--- config.mk ---
export PLATFORM = sky130hd
export DESIGN_NAME = deadline_ordered_queue
export DESIGN_NICKNAME = d
export VERILOG_FILES = /design/src/sv/doq_pkg.sv /design/src/sv/doq_cell.sv /design/src/sv/deadline_ordered_queue.sv
export SDC_FILE = /design/constraint.sdc
export NUM_CORES = 2
export LEC_CHECK = 0
export ABC_AREA = 0
export BUFFER_PORTS_ARGS = -buffer_cell sky130_fd_sc_hd__buf_4
export CAP_MARGIN = 10
export CORE_AREA = 5 5 432 434
export CTS_CLUSTER_SIZE = 20
export DETAILED_ROUTE_END_ITERATION = 10
export DIE_AREA = 0 0 437 439
export GPL_TIMING_DRIVEN = 0
export PLACE_DENSITY_LB_ADDON = 0.12
export SLEW_MARGIN = 20
export SYNTH_ARGS = -nofsm -noshare
export SYNTH_HDL_FRONTEND = slang
export SYNTH_HIERARCHICAL = 1
export SYNTH_SLANG_ARGS = --single-unit
--- constraint.sdc ---
create_clock -name clk -period 5.4 [get_ports clk]
set_input_delay 0.54 -clock clk [delete_from_list [all_inputs] [get_ports clk]]
set_output_delay 0.54 -clock clk [all_outputs]
set_load 0.01 [all_outputs]
--- src/sv/doq_pkg.sv ---
// Shared types and codes for the deadline-ordered queue.
`default_nettype none
package doq_pkg;

	localparam int DOQ_CAPACITY = 16;

	localparam int TIME_W   = 32;
	localparam int HANDLE_W = 16;
	localparam int MODE_W   = 2;
	localparam int STATUS_W = 3;
	localparam int LEFT_W   = 5;

	// Input modes
	localparam logic [MODE_W-1:0] MODE_ADD   = 2'd0;
	localparam logic [MODE_W-1:0] MODE_RUN   = 2'd1;
	localparam logic [MODE_W-1:0] MODE_FLUSH = 2'd2;

	// Result status codes
	localparam logic [STATUS_W-1:0] STAT_ADDED   = 3'd0;
	localparam logic [STATUS_W-1:0] STAT_FULL    = 3'd1;
	localparam logic [STATUS_W-1:0] STAT_EXPIRED = 3'd2;
	localparam logic [STATUS_W-1:0] STAT_NONE    = 3'd3;
	localparam logic [STATUS_W-1:0] STAT_FLUSHED = 3'd4;

	typedef struct packed {
		logic [TIME_W-1:0]   deadline;
		logic [HANDLE_W-1:0] key;
		logic [HANDLE_W-1:0] command;
	} entry_t;

	// Broadcast control for every cell of the chain
	typedef struct packed {
		logic   insert;
		logic   pop;
		entry_t ins_entry;
	} cell_ctrl_t;

endpackage
`default_nettype wire

--- src/sv/doq_cell.sv ---
// One storage cell of the sorted chain: holds an entry, shifts on insert or pop.
`default_nettype none
module doq_cell (
	input  wire logic               clk,
	input  wire doq_pkg::cell_ctrl_t ctrl,
	input  wire logic               occupied,
	input  wire logic               prev_later,
	input  wire doq_pkg::entry_t    prev_entry,
	input  wire doq_pkg::entry_t    next_entry,
	output doq_pkg::entry_t         entry,
	output logic                    later
);
	import doq_pkg::*;

	entry_t entry_q;

	assign entry = entry_q;

	// Flag a cell whose entry must move back for the new one
	assign later = !occupied || (entry_q.deadline > ctrl.ins_entry.deadline);

	// Take the new entry at the boundary, shift back behind it, shift forward on pop
	always_ff @(posedge clk) begin
		if (ctrl.insert && later) begin
			entry_q <= prev_later ? prev_entry : ctrl.ins_entry;
		end else if (ctrl.pop) begin
			entry_q <= next_entry;
		end
	end

endmodule
`default_nettype wire

--- src/sv/deadline_ordered_queue.sv ---
// Top level of the deadline-ordered queue: cell chain plus command sequencer.
//
// Usage: drive mode, event_time, key_handle and command_handle and raise start;
// the item is taken at a rising edge where start is high and busy is low.
// An add places the entry before the first held entry with a later deadline;
// its single result (added or dropped full) appears with done in the cycle
// after acceptance. busy stays low, so adds may come back to back. A run
// or flush raises busy and pops one entry per cycle from the head of the
// chain, giving one result per cycle; a run with no due entry, or a flush
// of an empty queue, still gives one result. busy drops in the cycle the
// result marked last is shown. Every cell compares its deadline with the
// new one in parallel, so the insert time does not grow with the fill.
// Each result is on the ports for one cycle with done high; the receiver
// cannot stall and must take it then.
// Mode three is ignored and gives no result. Reset empties the queue
// (the occupancy count clears; cell contents are not cleared) and drops
// any run in progress.
`default_nettype none
module deadline_ordered_queue #(
	parameter int CAPACITY = doq_pkg::DOQ_CAPACITY
) (
	input  wire logic                           clk,
	input  wire logic                           arst_n,
	input  wire logic                           start,
	output logic                                busy,
	input  wire logic [doq_pkg::MODE_W-1:0]     mode,
	input  wire logic [doq_pkg::TIME_W-1:0]     event_time,
	input  wire logic [doq_pkg::HANDLE_W-1:0]   key_handle,
	input  wire logic [doq_pkg::HANDLE_W-1:0]   command_handle,
	output logic                                done,
	output logic [doq_pkg::STATUS_W-1:0]        status,
	output logic [doq_pkg::TIME_W-1:0]          entry_time,
	output logic [doq_pkg::HANDLE_W-1:0]        entry_key,
	output logic [doq_pkg::HANDLE_W-1:0]        entry_command,
	output logic [doq_pkg::LEFT_W-1:0]          entries_left,
	output logic                                last
);
	import doq_pkg::*;

	localparam int OCC_W = $clog2(CAPACITY + 1);
	localparam logic [OCC_W-1:0] OCC_FULL = OCC_W'(CAPACITY);
	localparam logic [OCC_W-1:0] OCC_ONE  = OCC_W'(1);

	localparam logic ST_IDLE  = 1'b0;
	localparam logic ST_DRAIN = 1'b1;

	logic              state_q;
	logic [OCC_W-1:0]  occ_q;
	logic [TIME_W-1:0] time_q;
	logic              flush_q;

	logic              done_q;
	logic [STATUS_W-1:0] status_q;
	entry_t            out_entry_q;
	logic [LEFT_W-1:0] left_q;
	logic              last_q;

	cell_ctrl_t        ctrl;
	entry_t            cell_entry [CAPACITY];
	logic              cell_later [CAPACITY];

	logic accept, do_add, full, due0, more, do_pop;

	assign accept = start && (state_q == ST_IDLE);
	assign full   = (occ_q >= OCC_FULL);
	assign do_add = accept && (mode == MODE_ADD) && !full;

	// Head checks during a run or flush
	assign due0 = (occ_q != '0) && (flush_q || (cell_entry[0].deadline <= time_q));
	assign more = (occ_q > OCC_ONE) && (flush_q || (cell_entry[1].deadline <= time_q));
	assign do_pop = (state_q == ST_DRAIN) && due0;

	assign ctrl.insert              = do_add;
	assign ctrl.pop                 = do_pop;
	assign ctrl.ins_entry.deadline  = event_time;
	assign ctrl.ins_entry.key       = key_handle;
	assign ctrl.ins_entry.command   = command_handle;

	// Build the chain of cells, head at index zero
	for (genvar i = 0; i < CAPACITY; i++) begin : g_cell
		logic   occupied;
		logic   prev_later;
		entry_t prev_entry;
		entry_t next_entry;

		assign occupied = (occ_q > OCC_W'(i));

		if (i == 0) begin : g_head
			assign prev_later = 1'b1;
			assign prev_entry = ctrl.ins_entry;
		end else begin : g_body
			assign prev_later = cell_later[i-1];
			assign prev_entry = cell_entry[i-1];
		end

		if (i == CAPACITY - 1) begin : g_tail
			assign next_entry = cell_entry[i];
		end else begin : g_mid
			assign next_entry = cell_entry[i+1];
		end

		doq_cell u_cell (
			.clk        (clk),
			.ctrl       (ctrl),
			.occupied   (occupied),
			.prev_later (prev_later),
			.prev_entry (prev_entry),
			.next_entry (next_entry),
			.entry      (cell_entry[i]),
			.later      (cell_later[i])
		);
	end

	// Sequence commands and track occupancy
	always_ff @(posedge clk or negedge arst_n) begin
		if (!arst_n) begin
			state_q <= ST_IDLE;
			occ_q   <= '0;
			done_q  <= 1'b0;
		end else begin
			done_q <= 1'b0;
			unique case (state_q)
				ST_IDLE: begin
					if (accept) begin
						if (mode == MODE_ADD) begin
							done_q <= 1'b1;
							if (!full) begin
								occ_q <= occ_q + OCC_ONE;
							end
						end else if (mode == MODE_RUN || mode == MODE_FLUSH) begin
							state_q <= ST_DRAIN;
						end
					end
				end
				ST_DRAIN: begin
					done_q <= 1'b1;
					if (due0) begin
						occ_q <= occ_q - OCC_ONE;
						if (!more) begin
							state_q <= ST_IDLE;
						end
					end else begin
						state_q <= ST_IDLE;
					end
				end
				default: state_q <= ST_IDLE;
			endcase
		end
	end

	// Hold the run parameters and load the result registers
	always_ff @(posedge clk) begin
		if (accept) begin
			time_q  <= event_time;
			flush_q <= (mode == MODE_FLUSH);
		end
		if (state_q == ST_IDLE) begin
			status_q    <= full ? STAT_FULL : STAT_ADDED;
			out_entry_q <= ctrl.ins_entry;
			left_q      <= LEFT_W'(full ? occ_q : occ_q + OCC_ONE);
			last_q      <= 1'b1;
		end else if (due0) begin
			status_q    <= flush_q ? STAT_FLUSHED : STAT_EXPIRED;
			out_entry_q <= cell_entry[0];
			left_q      <= LEFT_W'(occ_q - OCC_ONE);
			last_q      <= !more;
		end else begin
			status_q    <= STAT_NONE;
			out_entry_q <= '0;
			left_q      <= LEFT_W'(occ_q);
			last_q      <= 1'b1;
		end
	end

	assign busy          = (state_q == ST_DRAIN);
	assign done          = done_q;
	assign status        = status_q;
	assign entry_time    = out_entry_q.deadline;
	assign entry_key     = out_entry_q.key;
	assign entry_command = out_entry_q.command;
	assign entries_left  = left_q;
	assign last          = last_q;

	a_occ_bound: assert property (@(posedge clk) disable iff (!arst_n)
		occ_q <= OCC_FULL)
		else $error("occupancy above capacity");

	a_last_frees: assert property (@(posedge clk) disable iff (!arst_n)
		done && last |-> !busy)
		else $error("still busy after final result");

	a_more_busy: assert property (@(posedge clk) disable iff (!arst_n)
		done && !last |-> busy)
		else $error("non-final result outside a drain");

	a_add_count: assert property (@(posedge clk) disable iff (!arst_n)
		do_add |=> occ_q == $past(occ_q) + OCC_ONE)
		else $error("insert did not grow occupancy");

	a_pop_count: assert property (@(posedge clk) disable iff (!arst_n)
		do_pop |=> occ_q == $past(occ_q) - OCC_ONE)
		else $error("pop did not shrink occupancy");

endmodule
`default_nettype wire
==> reports/results.ini <==
[outcome]
status=completed

[grt]
grt_pass1_vias=95369
antenna_found_initial=1
grt_max_degree=54
grt_pass1_wl_um=572000
use_met2_pct=66.0
grtUsageTotal_pct=38.4
busiest_layer=met2
met3_usage_pct=4.88
grt-ovfl-total=0
use_met1_pct=41.6

[finish]
drive_gt1_share_pct=8.34
final_area_um2=109000
layout.nets=12458
post-route-util_pct=59.9
diodes=0
post_layout_nonfiller_instances=14312
area_growth_pct=9.64

[sta]
rsz0062_at_grt=false
min_period_over_period_pct=98.6
setup_viol=0
finalHoldViolCount=0
tns_ns=0
finalCriticalPeriod_ns=5.33
drv_slew=0
tightest_slew_ns=1.07
slew_headroom_pct=27.9
timing.fmax_mhz=188
fin_skew_ns=0.0238

[setup_path]
cp_max_fo=25
max_stage_delay_ns=0.65
r2r_slack_ns=0.07
worst-endpoint-required_ns=5.92
worst_setup_path_start_kind=register
worst_path_most_repeated_cell=buf_4
worstPathArrival_ns=5.85
cp_slowest_cell=a211oi_4
critPathKind=register to register
cp-end-kind=register
path_cells=ha_1 > nand4_1 > nor4_2 > a21oi_1 > o311a_1 > a211oi_4 > clkbuf_4 > inv_1 > o211ai_1 > buf_4 > buf_4 > buf_4 > buf_4

[die]
core_area_um2=182000
rows=157
die_height_um=439
die-area_um2=192000
die_w_um=437
initial_core_util_pct=54.6
ioPinCount=144

[pwr]
p_seq_share_pct=33.0
p_sw_uw=31500
intPower_uw=36500
p_sw_share_pct=46.3
pwr-share-comb_pct=52.4
power_density_nw_per_um2=624
clockPowerShare_pct=14.6
p_leak_uw=0.0420
max-vdd-ir-drop_mv=0.414

[cts]
clock_path_buffers=3
root_buffer=clkbuf_16
clk_pin_slew_ns=0.05
numCtsBuffers=147
worstSkewPairLatency_ns=0.82
cts_tree=yes
htree_levels=4
cts.sinks=1137

[drt]
via_per_inst=6.76
route.antenna.remaining_nets=0
drt_iter0_markers=9097
vias=96796
drcViolationCount=0
firstDrtPassIters=9
wirelength_um=387000
wl_per_cell_um=27.0

[min_path]
hold_class=input port to register

[logic_synthesis]
ys.warnings.count=6
synthCells=11483
mappedNetlistNets=12135
syn_area_um2=99500
syn_area_per_cell_um2=8.67

[placed_design]
gp_congestion=1.01
dp_hpwl_um=310000
port_buffers=143
place_inst=14041
place_area_um2=104000

[flow_run]
max_cap_violations=0

## critical path, delay by kind of cell, from the launching register on
kind	cells	cell delay, ns
buf+inv	6	1.55
flops	1	0.55
simple gates	2	0.77
fa+ha+maj	1	0.37
compound gates	4	1.72
## layout make-up
type | count | area, um2
clock buffer | 191 | 4080
inverter | 573 | 2180
fill | 16136 | 73200
multi-input combinational | 8624 | 58600
tap | 2385 | 2980
clock inverter | 79 | 657
buffer | 1149 | 5680
sequential | 1137 | 33400
timing repair buffer | 174 | 1540
## state kept, by name, summed over array words and instances (netlist names)
register             flops
busy                     1
done                     1
entries_left             5
entry_command           16
entry_key               16
entry_time              32
flush_q                  1
g_cell.u_cell/entry   1024
last                     1
occ_q                    5
status                   3
time_q                  32
## repair_timing
item | in CTS | in global routing
hold buffers | 1 | 0
hold endpoints to repair | 7 | 0
gates resized for setup | 9 | 28
setup buffers | 0 | 0
setup endpoints to repair | 156 | 266
## per-layer routing
metal	part of all wire [%]	wire length, um
met5	0	0
met4	11	41100
met3	7.2	28000
met2	47	182000
met1	35	135000
## power by group through the flow
stage,sequential [uW],clock [uW],combinational [uW]
2_1_floorplan,20300,0,24800
3_3_place_gp,22600,0,33200
3_5_place_dp,22300,0,34700
4_1_cts,22200,10100,34900
5_1_grt,23000,10400,38500
6_report,22500,9940,35600
## stage by stage
stage / hold slack, ns / power (uW) / worst slack (ns)
2_1_floorplan: 0.244 / 45100 / -0.0708
3_3_place_gp: 0.363 / 55900 / -3.09
3_5_place_dp: 0.363 / 57000 / -0.799
4_1_cts: 0.0150 / 67100 / 0.0258
5_1_grt: 0.0443 / 71800 / 0.0144
6_report: 0.0573 / 68000 / 0.0747
## cell usage in the layout, fill, tap and decap left out, types with 19 or more instances in the layout
| master | instances |
|---|---|
| nand2_1 | 1251 |
| edfxtp_1 | 1057 |
| nor2_1 | 962 |
| nor3_1 | 903 |
| o22ai_1 | 896 |
| o21a_1 | 886 |
| clkbuf_1 | 818 |
| nor4b_1 | 812 |
| ha_1 | 575 |
| inv_1 | 565 |
| o211ai_1 | 519 |
| mux2i_1 | 465 |
| a21oi_1 | 238 |
| o21ai_0 | 230 |
| buf_4 | 199 |
| clkbuf_16 | 153 |
| buf_2 | 151 |
| buf_6 | 121 |
| nand4_1 | 109 |
| nor4b_2 | 84 |
| mux2_2 | 76 |
| dfxtp_1 | 73 |
| nand3_1 | 70 |
| nand2b_1 | 68 |
| a22o_1 | 65 |
| a41oi_2 | 61 |
| mux2_1 | 54 |
| clkinv_1 | 31 |
| nor4_1 | 29 |
| clkinv_2 | 25 |
| buf_12 | 21 |
| a21o_1 | 20 |
| nor2b_1 | 20 |
| buf_1 | 19 |
## final timing paths
| path | to | depth (start not counted) | from |
|---|---|---|---|
| max | g_cell[13].u_cell/entry[39]$_DFFE_PP_ | 13 | g_cell[0].u_cell/entry[50]$_DFFE_PP_ |
| max reg2reg | g_cell[13].u_cell/entry[39]$_DFFE_PP_ | 13 | g_cell[0].u_cell/entry[50]$_DFFE_PP_ |
| max in group asynchronous | occ_q[3]$_DFFE_PN0P_ | 2 | arst_n |
| min reg2reg | entry_command[5]$_DFF_P_ | 1 | g_cell[0].u_cell/entry[5]$_DFFE_PP_ |
| min | flush_q$_DFFE_PP_ | 2 | mode[1] |
| min in group asynchronous | occ_q[1]$_DFFE_PN0P_ | 2 | arst_n |
(Power assumes the default switching activity.)
